[src/rtl/core/rapq_pkg.sv]
`timescale 1ns / 1ps
`default_nettype none

package rapq_pkg;

    localparam int MAX_ELEMENTS = 1024;
    localparam int BUCKET_SIZE  = 32;
    localparam int BUCKET_COUNT = 32;

    // Field widths of the channels
    localparam int COUNT_W  = 11;
    localparam int INDEX_W  = 10;
    localparam int END_W    = 11;
    localparam int ADDEND_W = 32;
    localparam int VALUE_W  = 64;

    localparam int COUNT_RESET = 1024;

    localparam int ELEM_AW = $clog2(MAX_ELEMENTS);
    localparam int BKT_AW  = $clog2(BUCKET_COUNT);
    localparam int BKT_CW  = $clog2(BUCKET_COUNT + 1);

    // Position width: covers the bucket grid plus one bucket, the end field
    // and the element count clamp.
    localparam int GRID_W = $clog2(BUCKET_COUNT * BUCKET_SIZE + BUCKET_SIZE + 1);
    localparam int POS_W0 = (GRID_W > END_W + 1) ? GRID_W : END_W + 1;
    localparam int MAXC_W = $clog2(MAX_ELEMENTS + 1);
    localparam int POS_W  = (POS_W0 > MAXC_W) ? POS_W0 : MAXC_W;

    // Clearing sweep after reset covers the larger of the two stores
    localparam int CLR_N = (MAX_ELEMENTS > BUCKET_COUNT) ? MAX_ELEMENTS : BUCKET_COUNT;
    localparam int CLR_W = $clog2(CLR_N);

    typedef enum logic
    {
        FUNC_ADD   = 1'b0,
        FUNC_QUERY = 1'b1
    } func_t;

    typedef struct packed
    {
        logic                 elem_rd;
        logic [ELEM_AW-1:0]   elem_rd_addr;
        logic                 elem_wr;
        logic [ELEM_AW-1:0]   elem_wr_addr;
        logic [VALUE_W-1:0]   elem_wr_data;
        logic                 ofs_rd;
        logic [BKT_AW-1:0]    ofs_rd_addr;
        logic                 ofs_wr;
        logic [BKT_AW-1:0]    ofs_wr_addr;
        logic [VALUE_W-1:0]   ofs_wr_data;
    } mem_req_t;

    typedef struct packed
    {
        logic [VALUE_W-1:0] elem_rd_data;
        logic [VALUE_W-1:0] ofs_rd_data;
    } mem_rsp_t;

endpackage

`default_nettype wire

[src/rtl/core/rapq_ifs.sv]
`timescale 1ns / 1ps
`default_nettype none

interface rapq_cmd_if;
    import rapq_pkg::*;

    logic                       valid;
    logic                       ready;
    logic                       func;
    logic [INDEX_W-1:0]         first_index;
    logic [END_W-1:0]           end_index;
    logic signed [ADDEND_W-1:0] addend;

    modport source (output valid, func, first_index, end_index, addend, input ready);
    modport sink   (input valid, func, first_index, end_index, addend, output ready);
endinterface

interface rapq_res_if;
    import rapq_pkg::*;

    logic                      valid;
    logic                      ready;
    logic signed [VALUE_W-1:0] value;
    logic                      index_error;

    modport source (output valid, value, index_error, input ready);
    modport sink   (input valid, value, index_error, output ready);
endinterface


`default_nettype wire

[src/rtl/core/rapq_ctrl.sv]
`timescale 1ns / 1ps
`default_nettype none

module rapq_ctrl
(
    input  wire logic                       clk,
    input  wire logic                       rst_n,
    input  wire logic [rapq_pkg::POS_W-1:0] count,
    rapq_cmd_if.sink                        cmd,
    rapq_res_if.source                      res,
    output rapq_pkg::mem_req_t              req,
    input  wire rapq_pkg::mem_rsp_t         rsp
);
    import rapq_pkg::*;

    typedef enum logic [2:0]
    {
        ST_CLEAR,
        ST_IDLE,
        ST_SCAN,
        ST_ELEM,
        ST_RESULT
    } state_t;

    state_t               state_reg,     state_next;
    logic [CLR_W-1:0]     clr_reg,       clr_next;
    logic                 func_reg,      func_next;
    logic [POS_W-1:0]     lo_reg,        lo_next;
    logic [POS_W-1:0]     hi_reg,        hi_next;
    logic [VALUE_W-1:0]   addend_reg,    addend_next;
    logic [BKT_CW-1:0]    k_reg,         k_next;
    logic [POS_W-1:0]     bl_reg,        bl_next;
    logic [POS_W-1:0]     i_reg,         i_next;
    logic [POS_W-1:0]     e_reg,         e_next;
    logic                 err_reg,       err_next;
    logic                 ofs_zero_reg,  ofs_zero_next;
    logic                 ewb_reg,       ewb_next;
    logic [ELEM_AW-1:0]   ewb_addr_reg,  ewb_addr_next;
    logic                 owb_reg,       owb_next;
    logic [BKT_AW-1:0]    owb_addr_reg,  owb_addr_next;
    logic                 out_valid_reg, out_valid_next;
    logic [VALUE_W-1:0]   out_value_reg, out_value_next;
    logic                 out_err_reg,   out_err_next;

    logic [POS_W-1:0] br;
    logic [POS_W-1:0] cmd_lo;
    logic [POS_W-1:0] cmd_end;
    logic [POS_W-1:0] cmd_hi;
    logic             out_free;
    logic             scan_done;

    assign br       = bl_reg + POS_W'(BUCKET_SIZE);
    assign cmd_lo   = POS_W'(cmd.first_index);
    assign cmd_end  = POS_W'(cmd.end_index);
    assign cmd_hi   = (cmd_end > count) ? count : cmd_end;
    assign out_free = !out_valid_reg || res.ready;
    assign scan_done = (k_reg == BKT_CW'(BUCKET_COUNT))
                    || ((func_reg == FUNC_ADD) && (hi_reg <= bl_reg));

    assign cmd.ready       = (state_reg == ST_IDLE);
    assign res.valid       = out_valid_reg;
    assign res.value       = out_value_reg;
    assign res.index_error = out_err_reg;

    always_comb
    begin
        state_next     = state_reg;
        clr_next       = clr_reg;
        func_next      = func_reg;
        lo_next        = lo_reg;
        hi_next        = hi_reg;
        addend_next    = addend_reg;
        k_next         = k_reg;
        bl_next        = bl_reg;
        i_next         = i_reg;
        e_next         = e_reg;
        err_next       = err_reg;
        ofs_zero_next  = ofs_zero_reg;
        ewb_next       = 1'b0;
        ewb_addr_next  = ewb_addr_reg;
        owb_next       = 1'b0;
        owb_addr_next  = owb_addr_reg;
        out_valid_next = out_valid_reg;
        out_value_next = out_value_reg;
        out_err_next   = out_err_reg;
        req            = '0;

        // write-back stage: finish the read-modify-write issued last cycle
        req.elem_wr      = ewb_reg;
        req.elem_wr_addr = ewb_addr_reg;
        req.elem_wr_data = rsp.elem_rd_data + addend_reg;
        req.ofs_wr       = owb_reg;
        req.ofs_wr_addr  = owb_addr_reg;
        req.ofs_wr_data  = rsp.ofs_rd_data + addend_reg;

        if (out_valid_reg && res.ready)
        begin
            out_valid_next = 1'b0;
        end

        unique case (state_reg)
            ST_CLEAR:
            begin
                req.elem_wr      = ({1'b0, clr_reg} < (CLR_W + 1)'(MAX_ELEMENTS));
                req.elem_wr_addr = clr_reg[ELEM_AW-1:0];
                req.elem_wr_data = '0;
                req.ofs_wr       = ({1'b0, clr_reg} < (CLR_W + 1)'(BUCKET_COUNT));
                req.ofs_wr_addr  = clr_reg[BKT_AW-1:0];
                req.ofs_wr_data  = '0;
                if (clr_reg == CLR_W'(CLR_N - 1))
                begin
                    state_next = ST_IDLE;
                end
                else
                begin
                    clr_next = clr_reg + CLR_W'(1);
                end
            end

            ST_IDLE:
            begin
                if (cmd.valid)
                begin
                    func_next     = cmd.func;
                    lo_next       = cmd_lo;
                    hi_next       = cmd_hi;
                    addend_next   = {{(VALUE_W - ADDEND_W){cmd.addend[ADDEND_W-1]}},
                                     cmd.addend};
                    k_next        = '0;
                    bl_next       = '0;
                    err_next      = 1'b0;
                    ofs_zero_next = 1'b0;
                    if (cmd.func == FUNC_ADD)
                    begin
                        // empty range: nothing to do
                        if (cmd_lo < cmd_hi)
                        begin
                            state_next = ST_SCAN;
                        end
                    end
                    else if (cmd_lo >= count)
                    begin
                        err_next   = 1'b1;
                        state_next = ST_RESULT;
                    end
                    else
                    begin
                        state_next = ST_SCAN;
                    end
                end
            end

            ST_SCAN:
            begin
                if (scan_done)
                begin
                    if (func_reg == FUNC_ADD)
                    begin
                        state_next = ST_IDLE;
                    end
                    else
                    begin
                        // element lies beyond the bucket grid: offset reads as zero
                        req.elem_rd      = 1'b1;
                        req.elem_rd_addr = lo_reg[ELEM_AW-1:0];
                        ofs_zero_next    = 1'b1;
                        state_next       = ST_RESULT;
                    end
                end
                else if (func_reg == FUNC_QUERY)
                begin
                    if (lo_reg < br)
                    begin
                        req.elem_rd      = 1'b1;
                        req.elem_rd_addr = lo_reg[ELEM_AW-1:0];
                        req.ofs_rd       = 1'b1;
                        req.ofs_rd_addr  = k_reg[BKT_AW-1:0];
                        state_next       = ST_RESULT;
                    end
                    else
                    begin
                        k_next  = k_reg + BKT_CW'(1);
                        bl_next = br;
                    end
                end
                else if (br <= lo_reg)
                begin
                    k_next  = k_reg + BKT_CW'(1);
                    bl_next = br;
                end
                else if ((lo_reg <= bl_reg) && (br <= hi_reg))
                begin
                    // whole bucket covered: add onto its offset
                    req.ofs_rd      = 1'b1;
                    req.ofs_rd_addr = k_reg[BKT_AW-1:0];
                    owb_next        = 1'b1;
                    owb_addr_next   = k_reg[BKT_AW-1:0];
                    k_next          = k_reg + BKT_CW'(1);
                    bl_next         = br;
                end
                else
                begin
                    // partly covered: walk its covered elements
                    i_next     = (lo_reg > bl_reg) ? lo_reg : bl_reg;
                    e_next     = (hi_reg < br) ? hi_reg : br;
                    state_next = ST_ELEM;
                end
            end

            ST_ELEM:
            begin
                if (i_reg < e_reg)
                begin
                    req.elem_rd      = 1'b1;
                    req.elem_rd_addr = i_reg[ELEM_AW-1:0];
                    ewb_next         = 1'b1;
                    ewb_addr_next    = i_reg[ELEM_AW-1:0];
                    i_next           = i_reg + POS_W'(1);
                end
                else
                begin
                    k_next     = k_reg + BKT_CW'(1);
                    bl_next    = br;
                    state_next = ST_SCAN;
                end
            end

            ST_RESULT:
            begin
                if (out_free)
                begin
                    out_valid_next = 1'b1;
                    out_err_next   = err_reg;
                    if (err_reg)
                    begin
                        out_value_next = '0;
                    end
                    else if (ofs_zero_reg)
                    begin
                        out_value_next = rsp.elem_rd_data;
                    end
                    else
                    begin
                        out_value_next = rsp.elem_rd_data + rsp.ofs_rd_data;
                    end
                    state_next = ST_IDLE;
                end
            end

            default:
            begin
                state_next = ST_CLEAR;
            end
        endcase
    end

    always_ff @(posedge clk or negedge rst_n)
    begin
        if (!rst_n)
        begin
            state_reg     <= ST_CLEAR;
            clr_reg       <= '0;
            ewb_reg       <= 1'b0;
            owb_reg       <= 1'b0;
            out_valid_reg <= 1'b0;
        end
        else
        begin
            state_reg     <= state_next;
            clr_reg       <= clr_next;
            ewb_reg       <= ewb_next;
            owb_reg       <= owb_next;
            out_valid_reg <= out_valid_next;
        end
    end

    always_ff @(posedge clk)
    begin
        func_reg      <= func_next;
        lo_reg        <= lo_next;
        hi_reg        <= hi_next;
        addend_reg    <= addend_next;
        k_reg         <= k_next;
        bl_reg        <= bl_next;
        i_reg         <= i_next;
        e_reg         <= e_next;
        err_reg       <= err_next;
        ofs_zero_reg  <= ofs_zero_next;
        ewb_addr_reg  <= ewb_addr_next;
        owb_addr_reg  <= owb_addr_next;
        out_value_reg <= out_value_next;
        out_err_reg   <= out_err_next;
    end

    // a write-back never races a read of the same element
    a_elem_no_overlap: assert property (@(posedge clk) disable iff (!rst_n)
        (ewb_reg && req.elem_rd) |-> (req.elem_rd_addr != ewb_addr_reg))
        else $error("element read overlaps pending write-back");

    // a write-back never races a read of the same offset
    a_ofs_no_overlap: assert property (@(posedge clk) disable iff (!rst_n)
        (owb_reg && req.ofs_rd) |-> (req.ofs_rd_addr != owb_addr_reg))
        else $error("offset read overlaps pending write-back");

    // element walk stays inside its bucket slice
    a_walk_bound: assert property (@(posedge clk) disable iff (!rst_n)
        (state_reg == ST_ELEM) |-> ((i_reg <= e_reg) && (e_reg <= br)))
        else $error("element walk past slice end");

    // an index error always carries a zero value
    a_err_zero: assert property (@(posedge clk) disable iff (!rst_n)
        (out_valid_reg && out_err_reg) |-> (out_value_reg == '0))
        else $error("index error with nonzero value");

    // no write-back or result is pending during the clearing sweep
    a_clear_quiet: assert property (@(posedge clk) disable iff (!rst_n)
        (state_reg == ST_CLEAR) |-> (!ewb_reg && !owb_reg && !out_valid_reg))
        else $error("activity during clearing sweep");

endmodule

`default_nettype wire

[src/flat_wrapper.sv]
// flat-port wrapper written by rule: the top's interface ports become plain ports
module rapq_ctrl_flat import rapq_pkg::*;
  (clk, rst_n, count, req, rsp, cmd_valid, cmd_func, cmd_first_index, cmd_end_index, cmd_addend, cmd_ready, res_valid, res_value, res_index_error, res_ready);
  rapq_cmd_if cmd_i ();
  rapq_res_if res_i ();
  input  wire logic clk;
  input  wire logic rst_n;
  input  wire logic [rapq_pkg::POS_W-1:0] count;
  output rapq_pkg::mem_req_t req;
  input  wire rapq_pkg::mem_rsp_t rsp;
  input wire logic [$bits(cmd_i.valid)-1:0] cmd_valid;
  input wire logic [$bits(cmd_i.func)-1:0] cmd_func;
  input wire logic [$bits(cmd_i.first_index)-1:0] cmd_first_index;
  input wire logic [$bits(cmd_i.end_index)-1:0] cmd_end_index;
  input wire logic [$bits(cmd_i.addend)-1:0] cmd_addend;
  output wire logic [$bits(cmd_i.ready)-1:0] cmd_ready;
  output wire logic [$bits(res_i.valid)-1:0] res_valid;
  output wire logic [$bits(res_i.value)-1:0] res_value;
  output wire logic [$bits(res_i.index_error)-1:0] res_index_error;
  input wire logic [$bits(res_i.ready)-1:0] res_ready;
  assign cmd_i.valid = cmd_valid;
  assign cmd_i.func = cmd_func;
  assign cmd_i.first_index = cmd_first_index;
  assign cmd_i.end_index = cmd_end_index;
  assign cmd_i.addend = cmd_addend;
  assign cmd_ready = cmd_i.ready;
  assign res_valid = res_i.valid;
  assign res_value = res_i.value;
  assign res_index_error = res_i.index_error;
  assign res_i.ready = res_ready;
  rapq_ctrl u_core (.clk(clk), .rst_n(rst_n), .count(count), .cmd(cmd_i), .res(res_i), .req(req), .rsp(rsp));
endmodule
[config.mk]
export PLATFORM = sky130hd
export DESIGN_NAME = rapq_ctrl_flat
export DESIGN_NICKNAME = d
export VERILOG_FILES = /design/src/rtl/core/rapq_pkg.sv /design/src/rtl/core/rapq_ifs.sv /design/src/rtl/core/rapq_ctrl.sv /design/src/flat_wrapper.sv
export SDC_FILE = /design/constraint.sdc
export NUM_CORES = 1
export LEC_CHECK = 0
export BUFFER_PORTS_ARGS = -buffer_cell sky130_fd_sc_hd__buf_2
export CORE_ASPECT_RATIO = 0.8
export CORE_MARGIN = 2
export CORE_UTILIZATION = 35
export DETAILED_ROUTE_END_ITERATION = 8
export HOLD_SLACK_MARGIN = 0.03
export SLEW_MARGIN = 40
export SYNTH_ARGS = -nofsm -noshare
export SYNTH_HDL_FRONTEND = slang
export SYNTH_SLANG_ARGS = --single-unit
[constraint.sdc]
create_clock -name clk -period 5 [get_ports clk]
set_clock_uncertainty 0.05 [all_clocks]
set_input_delay 0.5 -clock clk [delete_from_list [all_inputs] [get_ports clk]]
set_output_delay 0.5 -clock clk [all_outputs]
set_load 0.02 [all_outputs]
### Word-level counts from Yosys, hierarchy flattened

Cells that the tools add are included.

| word-level totals | value |
|---|---|
| word-level logic and storage cells | 155 |
| bits in latches | 0 |
| RAM bits | 0 |
| memories | 0 |
| input port bits | 198 |
| flip-flop bits (word level) | 195 |
| output and inout port bits | 229 |
| memory bits (read-only) | 0 |

| operators by class | value |
|---|---|
| muxes and demuxes | 69 |
| shift operators | 0 |
| equality and inequality tests | 23 |
| $lt $le $gt $ge | 12 |
| multiply operators | 0 |
| bitwise logic cells | 5 |
| divide/modulo/power cells | 0 |
| add/sub/neg operators | 7 |
| reductions and logical operators | 20 |

Operator list:

| cell | number |
|---|---|
| adder 64 bit | 3 |
| 2-to-1 mux 12 bit | 15 |
| 2-to-1 mux 6 bit | 13 |
| 2-to-1 mux 75 bit | 1 |
| 2-to-1 mux 70 bit | 1 |
| 2-to-1 mux 64 bit | 1 |
| 2-to-1 mux 11 bit | 5 |
| 2-to-1 mux 3 bit | 13 |
| one-hot mux 12 bit (3 select lines) | 1 |
| <= comparator 12 bit | 2 |
| < comparator 10 x 12 -> 1 bit | 2 |
| < comparator 12 bit | 2 |
| one-hot mux 12 bit (2 select lines) | 1 |
| one-hot mux 11 bit (2 select lines) | 1 |
| one-hot mux 6 bit (3 select lines) | 1 |
| one-hot mux 3 bit (5 select lines) | 1 |
| 2-to-1 mux 1 bit | 14 |
| adder 12 x 1 -> 12 bit (second input constant) | 1 |
| adder 12 x 6 -> 12 bit (second input constant) | 1 |
| greater-or-equal comparator 10 x 12 -> 1 bit | 1 |
| greater-than comparator 10 x 12 -> 1 bit | 1 |
| greater-than comparator 11 x 12 -> 1 bit | 1 |
| <= comparator 10 x 12 -> 1 bit | 1 |
| <= comparator 12 x 10 -> 1 bit | 1 |
| 28 further kinds | 52 |

### Longest topological paths before layout

| logic depth | value |
|---|---|
| depth in word-level cells | 8 |
| depth in mapped cells | 21 |
| depth with buffers taken out | 20 |

### Least setup slack after synthesis

OpenSTA, ideal clock, no wires.

| path | value |
|---|---|
| path type | register to output |
| start | reg u_core.addend_reg[31] |
| end | out req[62] (netlist bit) |
| cell stages (with the launch flop) | 14 |
| setup slack | -170 ps |
| arrival time | 4,620 ps |
| path buffers | 1 |
| data required time | 4,450 ps |
| cells stage by stage | edfxtp_1 > ha_1 > clkbuf_1 > a21oi_1 > o21ai_1 > a21o_1 > a21o_1 > a221o_1 > a221o_1 > o21ai_1 > o31a_1 > o21ai_1 > a221oi_1 > mux2i_1 |

RTL lines:

| what | RTL line | text |
|---|---|---|
| from (decl) | rapq_ctrl.sv:30 | `logic [VALUE_W-1:0] addend_reg, addend_next;` |
| from (signal assigned) | rapq_ctrl.sv:282 | `addend_reg <= addend_next;` |
| to (decl) | flat_wrapper.sv:9 | `output rapq_pkg::mem_req_t req;` |

==> flow_metrics.env <==
export IMPL_outcome="complete, but fails checks"
export IMPL_failed_checks="setup timing"
export IMPL_ant_nets=0
export IMPL_layout_setup_ws_ns=-0.0426
export IMPL_r2r_start="u_core.bl_reg[5]$_SDFFCE_PN0P_"
export IMPL_largest_register_ffs=64
export IMPL_start_util_pct=35.3
export IMPL_synth_cell_types=82
export IMPL_die_h_um=223
export IMPL_cap_violations=0
export IMPL_grt_util_all_layers_pct=23.8
export IMPL_end_kind="output port"
export IMPL_hp_start="cmd_addend[25]"
export IMPL_place_area_sq_um=24100
export IMPL_cts_max_level=4
export IMPL_rows=80
export IMPL_core_area_sq_um=59600
export IMPL_cts_tree="built"
export IMPL_ir_drop_uv=436
export IMPL_dp_final_hpwl_mm=62.8
export IMPL_hold_violations=0
export IMPL_crit_type="flip-flop to output port"
export IMPL_remaining_drc_errors=0
export IMPL_fin_crit_ns=5.04
export IMPL_grt_pass1_vias=19300
export IMPL_async_reset_ff_share_pct=8.42
export IMPL_grt_antenna_before_repair=5
export IMPL_slew_headroom_pct=45.1
export IMPL_num_nets_final=3427
export IMPL_fillers=6089
export IMPL_slowest_stage="a2111o_1"
export IMPL_grt_pass1_wl_mm=113
export IMPL_drt_pre_antenna_iters=5
export IMPL_place_port_buffers=426
export IMPL_fp_dieW_um=278
export IMPL_cp_data_required_time_ns=4.45
export IMPL_fin_crit_sh_pct=101
export IMPL_cp_max_fo=3
export IMPL_final_area_sq_um=25000
export IMPL_r2r_end="u_core.i_reg[2]$_DFFE_PP_"
export IMPL_clockBufferDepth=2
export IMPL_reg2regPathDepth=12
export IMPL_vias_per_cell=5.56
export IMPL_cp_start_kind="flip-flop"
export IMPL_whs_path_depth=1
export IMPL_crit_chain="ha_2 -> inv_2 -> fa_2 -> nand2b_4 -> a211oi_4 -> o21ai_2 -> a311o_1 -> a2111o_1 -> a2111oi_4 -> buf_6 -> o31ai_4 -> a31o_4 -> a2111oi_4 -> nor3_2 -> nor3_2 -> buf_4"
export IMPL_drv_slew=0
export IMPL_cts_buffers=17
export IMPL_setup_violations=1
export IMPL_grt_ovfl_total=0
export IMPL_max_freq_mhz=198
export IMPL_synth_seq_cells=190
export IMPL_drive_above_1_share_pct=19.0
export IMPL_finalHoldWorstSlack_ns=0.116
export IMPL_ys_flop_type="edfxtp_1"
export IMPL_yosysTopAreaCell="edfxtp_1"
export IMPL_synth_nets=3038
export IMPL_ys_warnings_count=0
export IMPL_area_growth_syn_to_layout_pct=18.9
export IMPL_p_per_area_nw_per_um2=459
export IMPL_grt_start_max_net_pins=139
export IMPL_crit_arrival_ns=4.49
export IMPL_vias=20900
export IMPL_rsz0062_at_grt="true"
export IMPL_ios=427
export IMPL_pre_cts_ws_ns=0.0729
export IMPL_path_clk_slew_ns=0.08
export IMPL_cp_buffers_inverters=3
export IMPL_routed_wl_mm=76.1
export IMPL_path_delay_family="compound AO/OA/AOI/OAI gates"
export IMPL_synthCells=2578
export IMPL_power_leakage_uw=0.0116
export IMPL_syn_avg_cell_area_sq_um=8.15
export IMPL_netlist_area_leader_share_pct=24.9
export IMPL_drt_iter0_markers=1854
export IMPL_synth_area_top_cells="edfxtp_1 (25%), ha_1 (15%), a21oi_1 (6.3%), a21o_1 (5.6%), nor2_1 (5.5%)"
export IMPL_synth_seq_area_share_pct=26.8
export IMPL_tightest_slew_ns=0.824
export IMPL_avgRoutedWirePerCell_um=20.2
export IMPL_yosysMostFrequentCell="nor2_1"
export IMPL_cts_root_buf="clkbuf_16"
export IMPL_synth_edf_count=174
export IMPL_holdPathEnd="u_core.addend_reg[25]$_DFFE_PP_"
export IMPL_place_congestion=0.958
export IMPL_syn_area_sq_um=21000
export IMPL_min_path_type="input pin to flip-flop"
export IMPL_synth_top_cells_by_count="nor2_1 (308), a21oi_1 (265), ha_1 (259)"
export IMPL_clock_latency_ns=0.50
export IMPL_clock_sinks=190
export IMPL_die_area_sq_um=62100
export IMPL_max_stage_delay_ns=0.49
export IMPL_regToRegSetupSlack_ns=1.07
## metrics by stage
stage	instances	util (%)	total power (uW)	setup TNS (ns)
2_1_floorplan	2578	-	7470	0
3_3_place_gp	3715	40.5	9940	0
5_1_grt	3762	42.0	12300	-0.503
6_report	3762	42.0	11500	-0.0426
4_1_cts	3751	41.6	11400	-0.0462
3_5_place_dp	3716	40.5	9950	0
## cells by family (layout without fill, tap and decap cells)
family,count (synthesis),count (layout),share of synthesized area [%]
adders and majority gates,262,262,15.7
DFF,190,190,26.8
buffers and inverters,222,624,3.97
xor gates and xnor gates,189,189,7.87
and+or+nand+nor,878,878,19.3
muxes,26,26,1.30
other,1,4,0.0178
AOI/OAI and AO/OA,810,810,25.1
## how the worst max path moves through the flow
| stage | end | from | depth (start not counted) | slack, ns |
|---|---|---|---|---|
| 3_5_place_dp | req[134] | rsp[64] | 17 | 0.07 |
| 3_3_place_gp | req[39] | rsp[4] | 15 | 0.15 |
| 5_1_grt | req[134] | u_core.addend_reg[0]$_DFFE_PP_ | 16 | -0.16 |
| 4_1_cts | req[134] | u_core.addend_reg[0]$_DFFE_PP_ | 16 | -0.05 |
| 2_1_floorplan | u_core.bl_reg[10]$_SDFFCE_PN0P_ | u_core.bl_reg[5]$_SDFFCE_PN0P_ | 13 | 0.02 |
| 6_report | req[134] | u_core.addend_reg[0]$_DFFE_PP_ | 16 | -0.04 |
## layout make-up
cell class	instances	area, sq um	area share, %
Sequential cell	190	5630	22.5
Inverter	112	420	1.68
Antenna cell	3	7.51	0.0300
Tap cell	779	975	3.90
Clock buffer	17	425	1.70
Clock inverter	15	195	0.781
Multi-Input combinational cell	2166	14800	59.0
Timing Repair Buffer	480	2590	10.4
## where the power goes
group	switching, uW	total [uW]	internal, uW	leakage, uW
combinational	4840	7500	2660	0.00948
clock	716	1430	717	0.000299
sequential	328	2540	2210	0.00182
## worst reg2reg max path, delay by kind of cell (launching register included)
| family | cells | cell delay, ns |
|---|---|---|
| AND/OR/NAND/NOR | 3 | 1.02 |
| AO/OA/AOI/OAI | 5 | 0.98 |
| adder cells (fa/ha/maj) | 2 | 0.59 |
| flip-flops | 1 | 0.55 |
| XOR/XNOR | 1 | 0.26 |
| buffers and inverters | 1 | 0.11 |
## layout by cell type (no fill, tap or decap), types with 60 or more instances in the layout
cell type	netlist	routed
xor2_1	75	75
nand3_1	60	60
o21ai_0	81	81
inv_1	112	111
a21o_1	158	158
ha_1	259	254
nor2_1	308	306
xnor2_1	114	114
edfxtp_1	174	174
nand2_1	243	243
a21oi_1	265	264
buf_2	1	422
## metal layers
layer / vias to the layer above / track usage (%) / share of wire, %
met1: 9817 / 32.8 / 46
met2: 741 / 36.4 / 43
met3: 108 / 4.88 / 7.6
met5: - / 0 / 0.016
li1: 10300 / - / -
met4: 2 / 9.12 / 3.2
## repair_timing
action	CTS	global route
endpoints found under the setup margin	9	24
hold buffers	1	0
buffers inserted	2	8
endpoints found under the hold margin	16	0
pin swaps	4	17
resized for setup	7	26
(Power assumes the default switching activity.)
